File: config.mk
export PLATFORM = sky130hd
export DESIGN_NAME = soft_pwm_motor_step_control_core
export DESIGN_NICKNAME = d
export VERILOG_FILES = /design/src/rtl/spmc_pkg.sv /design/src/rtl/spmc_lane.sv /design/src/rtl/spmc_merge.sv /design/src/rtl/soft_pwm_motor_step_control_core.sv
export VERILOG_INCLUDE_DIRS = /design/src /design/src/rtl
export SDC_FILE = /design/constraint.sdc
export NUM_CORES = 1
export LEC_CHECK = 0
export ABC_CLOCK_PERIOD_IN_PS = 6500
export BUFFER_PORTS_ARGS = -buffer_cell sky130_fd_sc_hd__clkbuf_2
export CAP_MARGIN = 30
export CORE_MARGIN = 3
export CORE_UTILIZATION = 40
export CTS_CLUSTER_SIZE = 24
export DETAILED_ROUTE_END_ITERATION = 10
export GPL_TIMING_DRIVEN = 0
export PLACE_DENSITY_LB_ADDON = 0.15
export SYNTH_ARGS = -nofsm -noshare
export SYNTH_HDL_FRONTEND = slang
export SYNTH_SLANG_ARGS = --single-unit
File: constraint.sdc
create_clock -name clk -period 6.5 [get_ports clk]
set_input_delay 0.65 -clock clk [delete_from_list [all_inputs] [get_ports clk]]
set_output_delay 0.65 -clock clk [all_outputs]
set_load 0.05 [all_outputs]
File: src/rtl/soft_pwm_motor_step_control_core_defines.svh
// assertion helpers for the asserting core file
`ifndef SOFT_PWM_MOTOR_STEP_CONTROL_CORE_DEFINES_SVH
`define SOFT_PWM_MOTOR_STEP_CONTROL_CORE_DEFINES_SVH

// same-cycle implication, checked on clk, off while in reset
`define SPMC_ASSERT_NOW(label, ante, cons, msg) \
    label: assert property (@(posedge clk) disable iff (!rst_n) (ante) |-> (cons)) \
        else $error(msg);

// next-cycle implication, checked on clk, off while in reset
`define SPMC_ASSERT_NEXT(label, ante, cons, msg) \
    label: assert property (@(posedge clk) disable iff (!rst_n) (ante) |=> (cons)) \
        else $error(msg);

`endif

File: src/rtl/spmc_pkg.sv
`timescale 1ns / 1ps
package spmc_pkg;

    // defaults for the top level parameters
    localparam int MOTORS_DEF    = 4;
    localparam int STEP_BITS_DEF = 24;

    // fixed field widths
    localparam int TICK_W     = 16;
    localparam int SC_W       = 24;
    localparam int CNT_W      = 3;
    localparam int CFG_IDX_W  = 3;
    localparam int CFG_DATA_W = 16;
    localparam int VIS_MOTORS = 4;   // motors with edges, run lengths and packed outputs

    // request codes
    localparam logic [1:0] REQ_TICK       = 2'd0;
    localparam logic [1:0] REQ_SET_RUN    = 2'd1;
    localparam logic [1:0] REQ_SET_TARGET = 2'd2;

    // run / drive state codes
    localparam logic [1:0] RUN_STOP = 2'd0;
    localparam logic [1:0] RUN_FWD  = 2'd1;
    localparam logic [1:0] RUN_BACK = 2'd2;

    // configuration register indexes
    localparam logic [CFG_IDX_W-1:0] CFG_MOTOR_COUNT = 3'd0;
    localparam logic [CFG_IDX_W-1:0] CFG_STEP_MODE   = 3'd1;
    localparam logic [CFG_IDX_W-1:0] CFG_OFF_TICKS   = 3'd2;
    localparam logic [CFG_IDX_W-1:0] CFG_RUN_TICKS_0 = 3'd3;
    localparam logic [CFG_IDX_W-1:0] CFG_RUN_TICKS_1 = 3'd4;
    localparam logic [CFG_IDX_W-1:0] CFG_RUN_TICKS_2 = 3'd5;
    localparam logic [CFG_IDX_W-1:0] CFG_RUN_TICKS_3 = 3'd6;

    // per-lane command for one accepted word
    typedef struct packed {
        logic       fire;
        logic       tick;
        logic       active;
        logic       edge_hit;
        logic       step_mode;
        logic       set_run;
        logic [1:0] run_req;
        logic       set_target;
    } lane_cmd_t;

    // per-lane drive and run state
    typedef struct packed {
        logic [1:0] drive;
        logic [1:0] run;
    } lane_stat_t;

    // one result word
    typedef struct packed {
        logic [2*VIS_MOTORS-1:0] drive_states;
        logic [2*VIS_MOTORS-1:0] run_states;
        logic signed [SC_W-1:0]  step_count;
    } result_t;

endpackage

File: src/rtl/spmc_lane.sv
`timescale 1ns / 1ps
module spmc_lane #(
    parameter int STEP_BITS = spmc_pkg::STEP_BITS_DEF
) (
    input  logic                               clk,
    input  logic                               rst_n,
    input  spmc_pkg::lane_cmd_t                cmd,
    input  logic [spmc_pkg::TICK_W-1:0]        run_ticks,
    input  logic [spmc_pkg::TICK_W-1:0]        off_ticks,
    input  logic signed [STEP_BITS-1:0]        target_in,
    output spmc_pkg::lane_stat_t               stat_cur,
    output spmc_pkg::lane_stat_t               stat_next,
    output logic signed [STEP_BITS-1:0]        steps_next
);
    import spmc_pkg::*;

    localparam logic signed [STEP_BITS-1:0] SMAX = {1'b0, {(STEP_BITS-1){1'b1}}};
    localparam logic signed [STEP_BITS-1:0] SMIN = {1'b1, {(STEP_BITS-1){1'b0}}};

    logic [TICK_W-1:0]           cnt_reg, cnt_next;
    logic                        on_reg, on_next;
    logic [1:0]                  run_reg, run_next;
    logic [1:0]                  drive_reg, drive_next;
    logic signed [STEP_BITS-1:0] target_reg, target_next;
    logic signed [STEP_BITS-1:0] steps_reg;
    logic [TICK_W:0]             cnt_inc;
    logic [TICK_W-1:0]           limit;
    logic [STEP_BITS-1:0]        mag_steps, mag_target;
    logic                        count_down;

    always_comb
    begin
        cnt_inc    = {1'b0, cnt_reg} + {{TICK_W{1'b0}}, 1'b1};
        limit      = on_reg ? run_ticks : off_ticks;
        mag_steps  = steps_reg[STEP_BITS-1] ? $unsigned(-steps_reg) : $unsigned(steps_reg);
        mag_target = target_reg[STEP_BITS-1] ? $unsigned(-target_reg)
                                             : $unsigned(target_reg);
        count_down = cmd.step_mode && target_reg[STEP_BITS-1];

        cnt_next    = cnt_reg;
        on_next     = on_reg;
        run_next    = run_reg;
        drive_next  = drive_reg;
        target_next = target_reg;
        steps_next  = steps_reg;

        if (cmd.fire)
        begin
            if (cmd.tick && cmd.active)
            begin
                if (run_reg != RUN_STOP)
                begin
                    // phase end: drive flips, count restarts
                    if (cnt_inc >= {1'b0, limit})
                    begin
                        drive_next = on_reg ? RUN_STOP : run_reg;
                        cnt_next   = '0;
                        on_next    = !on_reg;
                    end
                    else
                    begin
                        cnt_next = cnt_inc[TICK_W-1:0];
                    end
                    if (cmd.step_mode && (mag_steps > mag_target))
                    begin
                        run_next = RUN_STOP;
                    end
                end
                else
                begin
                    cnt_next   = '0;
                    drive_next = RUN_STOP;
                end
                // encoder edge, saturating
                if (cmd.edge_hit)
                begin
                    if (count_down)
                    begin
                        if (steps_reg != SMIN)
                        begin
                            steps_next = steps_reg - 1'b1;
                        end
                    end
                    else if (steps_reg != SMAX)
                    begin
                        steps_next = steps_reg + 1'b1;
                    end
                end
            end
            if (cmd.set_run)
            begin
                run_next = cmd.run_req;
            end
            if (cmd.set_target)
            begin
                steps_next  = '0;
                target_next = target_in;
            end
        end
    end

    always_ff @(posedge clk or negedge rst_n)
    begin
        if (!rst_n)
        begin
            cnt_reg    <= '0;
            on_reg     <= 1'b1;
            run_reg    <= RUN_STOP;
            drive_reg  <= RUN_STOP;
            target_reg <= '0;
            steps_reg  <= '0;
        end
        else
        begin
            cnt_reg    <= cnt_next;
            on_reg     <= on_next;
            run_reg    <= run_next;
            drive_reg  <= drive_next;
            target_reg <= target_next;
            steps_reg  <= steps_next;
        end
    end

    assign stat_cur.drive  = drive_reg;
    assign stat_cur.run    = run_reg;
    assign stat_next.drive = drive_next;
    assign stat_next.run   = run_next;

endmodule

File: src/rtl/spmc_merge.sv
`timescale 1ns / 1ps
module spmc_merge #(
    parameter int MOTORS    = spmc_pkg::MOTORS_DEF,
    parameter int STEP_BITS = spmc_pkg::STEP_BITS_DEF
) (
    input  spmc_pkg::lane_stat_t        stat [MOTORS],
    input  logic signed [STEP_BITS-1:0] steps [MOTORS],
    input  logic [1:0]                  motor_index,
    output spmc_pkg::result_t           res
);
    import spmc_pkg::*;

    localparam int SHOWN = (MOTORS < VIS_MOTORS) ? MOTORS : VIS_MOTORS;
    localparam int EXT_W = (STEP_BITS > SC_W) ? STEP_BITS : SC_W;

    logic signed [STEP_BITS-1:0] sel;
    logic signed [EXT_W-1:0]     sel_ext;

    always_comb
    begin
        res.drive_states = '0;
        res.run_states   = '0;
        for (int i = 0; i < SHOWN; i++)
        begin
            res.drive_states[2*i +: 2] = stat[i].drive;
            res.run_states[2*i +: 2]   = stat[i].run;
        end
        // addressed motor, zero when out of range
        sel = '0;
        for (int i = 0; i < MOTORS; i++)
        begin
            if (int'(motor_index) == i)
            begin
                sel = steps[i];
            end
        end
        sel_ext        = EXT_W'(sel);
        res.step_count = sel_ext[SC_W-1:0];
    end

endmodule

File: src/rtl/soft_pwm_motor_step_control_core.sv
// software pwm drive and encoder step counter for up to MOTORS motors
// input channel: in_valid / in_stall carry one request word (tick, set run
//   state, set step target); a word is taken when in_valid is high and
//   in_stall is low
// output channel: out_valid / out_stall carry one result word per request:
//   packed drive states, packed run states and the step count of motor_index
// result: registered in the output register, or in the skid register while it is held
// throughput: one word per cycle unless stalled; all motor lanes update in parallel in the
//   cycle of acceptance, and the merge of lane states feeds the output register
// stall: a two-deep output buffer (output register plus skid register) keeps
//   the input open while one result waits; in_stall rises only while the skid
//   register holds a word and drops the cycle after the receiver takes one
// reset: all lanes stopped, phase on, counts and steps zero, motor_count 4,
//   other registers zero, both buffers empty
// configuration: cfg_write with cfg_index / cfg_data, one register per cycle,
//   only while no word is in flight
`timescale 1ns / 1ps
`include "soft_pwm_motor_step_control_core_defines.svh"
module soft_pwm_motor_step_control_core #(
    parameter int MOTORS    = spmc_pkg::MOTORS_DEF,
    parameter int STEP_BITS = spmc_pkg::STEP_BITS_DEF
) (
    input  logic                                 clk,
    input  logic                                 rst_n,
    input  logic                                 cfg_write,
    input  logic [spmc_pkg::CFG_IDX_W-1:0]       cfg_index,
    input  logic [spmc_pkg::CFG_DATA_W-1:0]      cfg_data,
    input  logic                                 in_valid,
    output logic                                 in_stall,
    input  logic [1:0]                           req_type,
    input  logic [1:0]                           motor_index,
    input  logic [1:0]                           run_state_req,
    input  logic signed [spmc_pkg::SC_W-1:0]     step_target,
    input  logic [spmc_pkg::VIS_MOTORS-1:0]      edge_mask,
    output logic                                 out_valid,
    input  logic                                 out_stall,
    output logic [2*spmc_pkg::VIS_MOTORS-1:0]    drive_states,
    output logic [2*spmc_pkg::VIS_MOTORS-1:0]    run_states,
    output logic signed [spmc_pkg::SC_W-1:0]     step_count
);
    import spmc_pkg::*;

    localparam int EXT_W = (STEP_BITS > SC_W) ? STEP_BITS : SC_W;
    localparam logic signed [STEP_BITS-1:0] SMAX = {1'b0, {(STEP_BITS-1){1'b1}}};
    localparam logic signed [STEP_BITS-1:0] SMIN = {1'b1, {(STEP_BITS-1){1'b0}}};
    localparam logic signed [EXT_W-1:0] SAT_HI = EXT_W'(SMAX);
    localparam logic signed [EXT_W-1:0] SAT_LO = EXT_W'(SMIN);

    // configuration registers
    logic [CNT_W-1:0]  motor_count_reg;
    logic              step_mode_reg;
    logic [TICK_W-1:0] off_ticks_reg;
    logic [TICK_W-1:0] run_ticks_reg [VIS_MOTORS];

    // output buffer
    result_t res_next, out_reg, skid_reg;
    logic    out_valid_reg, skid_valid_reg;
    logic    in_fire, out_free;

    // request decode
    logic                        idx_ok;
    logic                        is_tick, is_set_run, is_set_target, run_ok;
    logic signed [EXT_W-1:0]     tgt_ext;
    logic signed [STEP_BITS-1:0] target_sat;

    lane_stat_t                  stat_cur  [MOTORS];
    lane_stat_t                  stat_next [MOTORS];
    logic signed [STEP_BITS-1:0] steps_next [MOTORS];

    assign in_stall = skid_valid_reg;
    assign in_fire  = in_valid && !skid_valid_reg;
    assign out_free = !out_valid_reg || !out_stall;

    always_comb
    begin
        idx_ok        = int'(motor_index) < MOTORS;
        is_tick       = req_type == REQ_TICK;
        is_set_run    = req_type == REQ_SET_RUN;
        is_set_target = req_type == REQ_SET_TARGET;
        // run state code three is ignored
        run_ok        = (run_state_req == RUN_STOP) || (run_state_req == RUN_FWD)
                        || (run_state_req == RUN_BACK);
        // store the target clamped to the step range
        tgt_ext = EXT_W'(step_target);
        if (tgt_ext > SAT_HI)
        begin
            target_sat = SMAX;
        end
        else if (tgt_ext < SAT_LO)
        begin
            target_sat = SMIN;
        end
        else
        begin
            target_sat = tgt_ext[STEP_BITS-1:0];
        end
    end

    // one lane per motor
    for (genvar i = 0; i < MOTORS; i++)
    begin : g_lane
        lane_cmd_t         cmd;
        logic [TICK_W-1:0] lane_run_ticks;
        logic              lane_edge;
        logic              addressed;

        if (i < VIS_MOTORS)
        begin : g_vis
            assign lane_run_ticks = run_ticks_reg[i];
            assign lane_edge      = edge_mask[i];
        end
        else
        begin : g_hidden
            // motors past the fourth run with a zero on phase and no encoder
            assign lane_run_ticks = '0;
            assign lane_edge      = 1'b0;
        end

        assign addressed = idx_ok && (int'(motor_index) == i);

        always_comb
        begin
            cmd.fire       = in_fire;
            cmd.tick       = is_tick;
            cmd.active     = motor_count_reg > CNT_W'(i);
            cmd.edge_hit   = lane_edge && (motor_count_reg > CNT_W'(i));
            cmd.step_mode  = step_mode_reg;
            cmd.set_run    = is_set_run && addressed && run_ok;
            cmd.run_req    = run_state_req;
            cmd.set_target = is_set_target && addressed;
        end

        spmc_lane #(
            .STEP_BITS (STEP_BITS)
        ) u_lane (
            .clk        (clk),
            .rst_n      (rst_n),
            .cmd        (cmd),
            .run_ticks  (lane_run_ticks),
            .off_ticks  (off_ticks_reg),
            .target_in  (target_sat),
            .stat_cur   (stat_cur[i]),
            .stat_next  (stat_next[i]),
            .steps_next (steps_next[i])
        );
    end

    // merge lane states into the result word
    spmc_merge #(
        .MOTORS    (MOTORS),
        .STEP_BITS (STEP_BITS)
    ) u_merge (
        .stat        (stat_next),
        .steps       (steps_next),
        .motor_index (motor_index),
        .res         (res_next)
    );

    // configuration writes
    always_ff @(posedge clk or negedge rst_n)
    begin
        if (!rst_n)
        begin
            motor_count_reg <= CNT_W'(VIS_MOTORS);
            step_mode_reg   <= 1'b0;
            off_ticks_reg   <= '0;
            for (int i = 0; i < VIS_MOTORS; i++)
            begin
                run_ticks_reg[i] <= '0;
            end
        end
        else if (cfg_write)
        begin
            case (cfg_index)
                CFG_MOTOR_COUNT: motor_count_reg  <= cfg_data[CNT_W-1:0];
                CFG_STEP_MODE:   step_mode_reg    <= cfg_data[0];
                CFG_OFF_TICKS:   off_ticks_reg    <= cfg_data[TICK_W-1:0];
                CFG_RUN_TICKS_0: run_ticks_reg[0] <= cfg_data[TICK_W-1:0];
                CFG_RUN_TICKS_1: run_ticks_reg[1] <= cfg_data[TICK_W-1:0];
                CFG_RUN_TICKS_2: run_ticks_reg[2] <= cfg_data[TICK_W-1:0];
                CFG_RUN_TICKS_3: run_ticks_reg[3] <= cfg_data[TICK_W-1:0];
                default:         ;
            endcase
        end
    end

    // output register with skid stage
    always_ff @(posedge clk or negedge rst_n)
    begin
        if (!rst_n)
        begin
            out_valid_reg  <= 1'b0;
            skid_valid_reg <= 1'b0;
        end
        else if (out_free)
        begin
            if (skid_valid_reg)
            begin
                out_valid_reg  <= 1'b1;
                skid_valid_reg <= 1'b0;
            end
            else
            begin
                out_valid_reg <= in_fire;
            end
        end
        else if (in_fire)
        begin
            skid_valid_reg <= 1'b1;
        end
    end

    always_ff @(posedge clk)
    begin
        if (out_free)
        begin
            if (skid_valid_reg)
            begin
                out_reg <= skid_reg;
            end
            else if (in_fire)
            begin
                out_reg <= res_next;
            end
        end
        else if (in_fire)
        begin
            skid_reg <= res_next;
        end
    end

    assign out_valid    = out_valid_reg;
    assign drive_states = out_reg.drive_states;
    assign run_states   = out_reg.run_states;
    assign step_count   = out_reg.step_count;

    // skid word only ever sits behind a held output word
    `SPMC_ASSERT_NOW(a_skid_behind_out, skid_valid_reg, out_valid_reg, "skid without output")
    // a taken output empties the skid stage in the next cycle
    `SPMC_ASSERT_NEXT(a_skid_drains, skid_valid_reg && !out_stall, !skid_valid_reg, "skid stuck")
    // a stopped active motor 0 shows a stop drive after a tick
    `SPMC_ASSERT_NEXT(a_stop_drive,
        in_fire && is_tick && (motor_count_reg != '0) && (stat_cur[0].run == RUN_STOP),
        stat_cur[0].drive == RUN_STOP, "stopped motor still driven")

endmodule

# == Yosys cells after proc, flatten, opt, wreduce, memory -nomap -nowiden ==
# Cells that the tools add are included.
# classes
n_shift,0
n_reduce_logical,70
addsub,20
muxes,99
n_eq_ne,21
div_mod_pow,0
magnitude_cmp,14
n_mul,0
bitwise_logic,1
# op_table
operator,count
24-bit 2-to-1 mux,42
16-bit 2-to-1 mux,12
"24-bit inequality test, second input constant",8
24-bit negation,8
"24-bit by 1-bit adder with 24-bit output, second input constant",4
24-bit > comparator,4
"24-bit by 1-bit subtractor with 24-bit output, second input constant",4
2-bit 2-to-1 mux,40
40-bit 2-to-1 mux,2
"16-bit by 1-bit adder with 17-bit output, second input constant",4
17-bit by 16-bit greater-or-equal comparator with 1-bit output,4
2-bit AND reduction,17
1-bit logical AND,29
"24-bit > comparator, second input constant",1
"24-bit < comparator, second input constant",1
4-bit AND reduction,4
2-bit nonzero test,6
"3-bit == test, second input constant",3
"2-bit == test, second input constant",4
1-bit zero test,7
"2-bit by 1-bit == test with 1-bit output, second input constant",3
"3-bit by 2-bit == test with 1-bit output, second input constant",2
"3-bit by 1-bit > comparator with 1-bit output, second input constant",2
"3-bit by 2-bit > comparator with 1-bit output, second input constant",2
other kinds (6),12
# word_totals
elab_cells,264
regBits,442
input_bits,58
ram_bits,0
latch_bits,0
mem_count,0
rom_bits,0

# == Depth between registers and ports, before layout ==
# logic_depth
word_depth,13
ltp_mapped,17

# == Cells and area by module ==
# From an unflattened synthesis, not the netlist that was laid out.
# unflattened
cells_unflattened,3384
area_unflattened_um2,31243.7
# modules_own_cells
mod,cells_each,seq_area_each_um2,area_each_um2,instances
spmc_lane (g_lane[0].u_lane ...),729,1727.9,5993.2,2
soft_pwm_motor_step_control_core,364,4555.6,6382.4,1
spmc_lane (g_lane[1].u_lane),787,1727.9,6218.5,1
spmc_lane (g_lane[3].u_lane),729,1727.9,5915.7,1
spmc_merge,46,0.0,740.7,1

# == Worst setup path before layout ==
# No wires, ideal clock.
# synth_timing
path_type,register to register
from,reg g_lane[0].u_lane.target_reg[3]
to,reg out_reg (netlist bit run_states[0]) (data pin)
stages_incl_launch_ff,17
n_path_buf,0
period_less_slack_ps,4798
t_required_ps,6240
slack_ps,1702
t_arrival_ps,4538
cell_sequence,dfrtp_1 -> or4_1 -> or4_1 -> nor3_1 -> nand3_1 -> or3_1 -> or3_1 -> or4b_1 -> ha_1 -> nand4_1 -> nor2_1 -> and3_1 -> a211o_1 -> a21o_1 -> a31oi_1 -> o22ai_1 -> mux2_2
# synth_via
elab_chain_len,11
# synth_lines
element,line_no,text
"start, declared",spmc_lane.sv:24,"logic signed [STEP_BITS-1:0] target_reg, target_next;"
"start signal, assigned",spmc_lane.sv:119,target_reg <= target_next;
24-bit negation,spmc_lane.sv:36,mag_target = target_reg[STEP_BITS-1] ? $unsigned(-target_reg)
24-bit 2-to-1 mux *,spmc_lane.sv:36,
24-bit > comparator *,spmc_lane.sv:64,if (cmd.step_mode && (mag_steps > mag_target))
1-bit logical AND *,spmc_lane.sv:64,
2-bit 2-to-1 mux *,spmc_lane.sv:64,
2-bit 2-to-1 mux *,spmc_lane.sv:51,if (run_reg != RUN_STOP)
2-bit 2-to-1 mux *,spmc_lane.sv:49,if (cmd.tick && cmd.active)
2-bit 2-to-1 mux *,spmc_lane.sv:90,if (cmd.set_run)
2-bit 2-to-1 mux *,spmc_lane.sv:47,if (cmd.fire)
named net g_lane[0].u_lane.run_next[0],spmc_lane.sv:22,"logic [1:0] run_reg, run_next;"
40-bit 2-to-1 mux *,soft_pwm_motor_step_control_core.sv:221,else if (in_fire)
40-bit 2-to-1 mux *,soft_pwm_motor_step_control_core.sv:217,if (skid_valid_reg)
"end signal, assigned",soft_pwm_motor_step_control_core.sv:219,out_reg <= skid_reg;
"end signal, assigned",soft_pwm_motor_step_control_core.sv:223,out_reg <= res_next;
"end, declared",soft_pwm_motor_step_control_core.sv:56,"result_t res_next, out_reg, skid_reg;"
# The timed path passes the listed nets; every way through them passes the cells marked *. The select of a mux whose other input is x is not followed.
# A chain may end at the register's enable or synchronous reset.

# == Final worst setup path ==
# layout_timing
from,reg g_lane[2].u_lane.target_reg[3]
to,reg out_reg (netlist bit run_states[5]) (data pin)
# layout_via
elab_chain_len,11
# layout_lines
element,line_no
"start, declared",spmc_lane.sv:24
"start signal, assigned",spmc_lane.sv:119
24-bit negation,spmc_lane.sv:36
24-bit 2-to-1 mux *,spmc_lane.sv:36
24-bit > comparator *,spmc_lane.sv:64
1-bit logical AND *,spmc_lane.sv:64
2-bit 2-to-1 mux *,spmc_lane.sv:64
2-bit 2-to-1 mux *,spmc_lane.sv:51
2-bit 2-to-1 mux *,spmc_lane.sv:49
2-bit 2-to-1 mux *,spmc_lane.sv:90
2-bit 2-to-1 mux *,spmc_lane.sv:47
named net g_lane[2].u_lane.run_next[1],spmc_lane.sv:22
40-bit 2-to-1 mux *,soft_pwm_motor_step_control_core.sv:221
40-bit 2-to-1 mux *,soft_pwm_motor_step_control_core.sv:217
# Marked as above.

==> flow_summary.ini <==
[floorplan]
die-area_um2 = 82500
core_area_um2 = 77850
fp.dieW_um = 287.2
ios = 100
num_rows = 102
floorplan.initialDensity_pct = 40.64
die_y_um = 287.2

[cts]
postCtsSetupBuffers = 0
clock_sinks = 442
cts_root_buf = clkbuf_16
clock_path_buffers = 3
cts_tree = done
cts_max_level = 2
ctsResizeCount = 0
cts.reportedPaths.clkPinSlew_ps = 60
numCtsBuffers = 53
cts_hold_buf = 0
clkLatencyLatePin_ps = 640

[route]
drc = 0
antenna_left = 0
drt_first_pass_iters = 6
wl_mm = 118.6
viasPerCell = 6.040
vias = 29150
drt_iter0_markers = 2748
wl_per_cell_um = 24.58

[run_status]
violations = hold timing
status = finished, violations left

[critical_path]
critPathKind = flip-flop to flip-flop
setup.worst_path.end_class = flip-flop
r2r_end = run_states[5]
required_ps = 6870
reg2reg_from = g_lane[2].u_lane.target_reg[3]
arrival_ps = 6080
path_max_fanout = 6
r2r_slack_ps = 790
ff2ff_path_depth = 14
startpoint_type = flip-flop

[pwr]
power_density_nw_per_um2 = 347.7
ir_worst_vdd_mv = 0.2131
leakage_nw = 14.83

[placed_design]
dp.cells = 4728
place.gp.congestion = 0.9809
place_area_um2 = 33640
hpwl_mm = 91.78
port_buffers = 96
dp_slack_ps = 826.4

[final_layout]
nFillCells = 7673
final_nets = 3981
multi_input_area_um2 = 19050
final_cell_area_um2 = 35500
drive_gt1_share_pct = 10.33
seq_area_um2 = 11470
instances_no_fill = 4826
area_growth_pct = 12.20

[sta]
worst_pin_slew_ps = 1044
timing.final.ws_setup_ps = 792.1
holdWs_ps = -2.831
fmax_mhz = 175.2
fin_skew_ps = 17.91
slew_viol_final = 0
finalSetupTns_ps = 0
hold_violations = 4
rsz0062_at_grt = false
setup_violations = 0
relSlewSlack_pct = 28.58
post-route-period-util_pct = 87.81
period_needed_ps = 5708

[logic_synthesis]
yosysWarnings = 0
syn_area_um2 = 31640
synth_seq_cells = 442
syn_avg_cell_area_um2 = 8.840
synth-async-reset-ratio_pct = 81.90
seq_area_frac_synth_pct = 36.25
syn_nets = 3817
post_synth_num_cell_types = 97
synth_edf_count = 80
ys.flop_type = dfrtp_1
syn_inst = 3579

[global_route]
antenna_found_initial = 3
grtUsageTotal_pct = 28.27
grt_first_pass_wirelength_mm = 177.9
first_global_vias = 27360
grt-ovfl-total = 0
grt_max_degree = 108

[flow_run]
max-cap-violations = 0

[min_path]
hold_class = input pin to async pin
[power breakdown]
group	switching, mW	leakage (nW)	internal [mW]
logic	3.45	8.59	1.92
clock network	1.31	0.887	1.89
registers	0.479	5.35	3.30
total	5.24	14.8	7.11
[synth_stat cells, types with 20 or more instances]
cell type,n,area share (%)
a211oi_1,30,0.71
a221oi_1,20,0.55
nand4_1,63,1.2
nor3_1,83,1.3
a21oi_1,109,1.7
nand3_1,119,1.9
ha_1,180,7.1
inv_1,74,0.88
mux2i_1,85,2.7
and3_1,43,0.85
nand2b_1,47,0.93
or4_1,32,0.76
o22ai_1,20,0.40
or3_1,46,0.91
o31ai_1,54,1.3
nor4_1,49,0.97
nand2_1,558,6.6
xor2_1,123,3.4
nor2_1,227,2.7
o211ai_1,33,0.78
and2_1,29,0.57
o21ai_0,170,2.7
a21o_1,49,1.2
or2_2,26,0.51
xnor2_1,153,4.2
edfxtp_1,80,7.6
a31oi_1,55,1.1
clkbuf_1,190,2.3
mux2_2,111,4.0
nor2b_1,24,0.47
dfrtp_1,357,28
[layout by cell type (no fill, tap or decap), types with 20 or more instances in the layout]
cell / instances
a211oi_1: 29
a21o_1: 49
a21oi_1: 108
a221oi_1: 20
a31oi_1: 55
and2_1: 29
and3_1: 43
clkbuf_1: 198
clkbuf_16: 55
clkbuf_2: 95
dfrtp_1: 357
edfxtp_1: 80
ha_1: 180
inv_1: 74
mux2_2: 111
mux2i_1: 85
nand2_1: 558
nand2b_1: 47
nand3_1: 119
nand4_1: 63
nor2_1: 226
nor2b_1: 24
nor3_1: 83
nor4_1: 49
o211ai_1: 33
o21ai_0: 170
o22ai_1: 20
o31ai_1: 54
or2_2: 26
or3_1: 46
or4_1: 32
xnor2_1: 153
xor2_1: 123
[worst max-delay path, stage by stage, from the launching register on]
cell	delay [ps]
dfrtp_1	450
nor4_1	370
nand2b_1	160
or3_1	410
or4_1	440
or4_1	460
or3_1	380
or4b_1	500
ha_1	320
nand4_1	100
nor4_1	480
a21oi_1	120
a31oi_1	600
o21ai_0	290
mux2_2	350
[worst max path at each step]
stage | startpoint | end | slack, ps | cells past startpoint
4_1_cts | g_lane[0].u_lane.target_reg[3] | run_states[0] | 810 | 16
2_1_floorplan | g_lane[0].u_lane.target_reg[3] | run_states[0] | 1700 | 16
3_3_place_gp | rst_n | g_lane[2].u_lane.target_reg[17] | -3920 | 1
5_1_grt | g_lane[2].u_lane.target_reg[3] | run_states[4] | 540 | 14
3_5_place_dp | g_lane[0].u_lane.target_reg[3] | run_states[0] | 830 | 16
6_report | g_lane[2].u_lane.target_reg[3] | run_states[5] | 790 | 14
[metrics by stage]
step | power [mW] | utilization (%)
6_report | 12.34 | 45.60
5_1_grt | 13.12 | 45.59
4_1_cts | 12.31 | 45.59
3_5_place_dp | 9.057 | 43.22
3_3_place_gp | 9.023 | 42.93
2_1_floorplan | 7.350 | -
[layout make-up]
cell class                 instances  share of cell area (%)
antenna                            2                 0.01410
timing repair buffer             109                   1.903
multi-input combinational       2843                   53.68
inverter                          74                  0.7825
sequential                       442                   32.30
clock buffer                      68                   4.155
tap                             1040                   3.666
buffer                           220                   2.446
clock inverter                    28                   1.054
[logic make-up after synthesis]
| family | Yosys count | synth area share (%) |
|---|---|---|
| flip-flops | 442 | 36.25 |
| multiplexers | 198 | 6.759 |
| AND/OR/NAND/NOR | 1423 | 21.90 |
| buffers and inverters | 294 | 3.623 |
| AO/OA/AOI/OAI | 766 | 16.71 |
| XOR/XNOR | 276 | 7.641 |
| adder cells (fa/ha/maj) | 180 | 7.119 |
[routing by layer]
metal | global-route usage, % | vias to the layer above | part of all wire, %
met3 | 4.322 | 260 | 7.4
met4 | 11.85 | 0 | 4.8
met2 | 43.16 | 1219 | 43
met5 | 0 | - | 0
li1 | - | 13479 | -
met1 | 39.82 | 14192 | 45
Note: power is estimated with default switching activity, not from simulation.
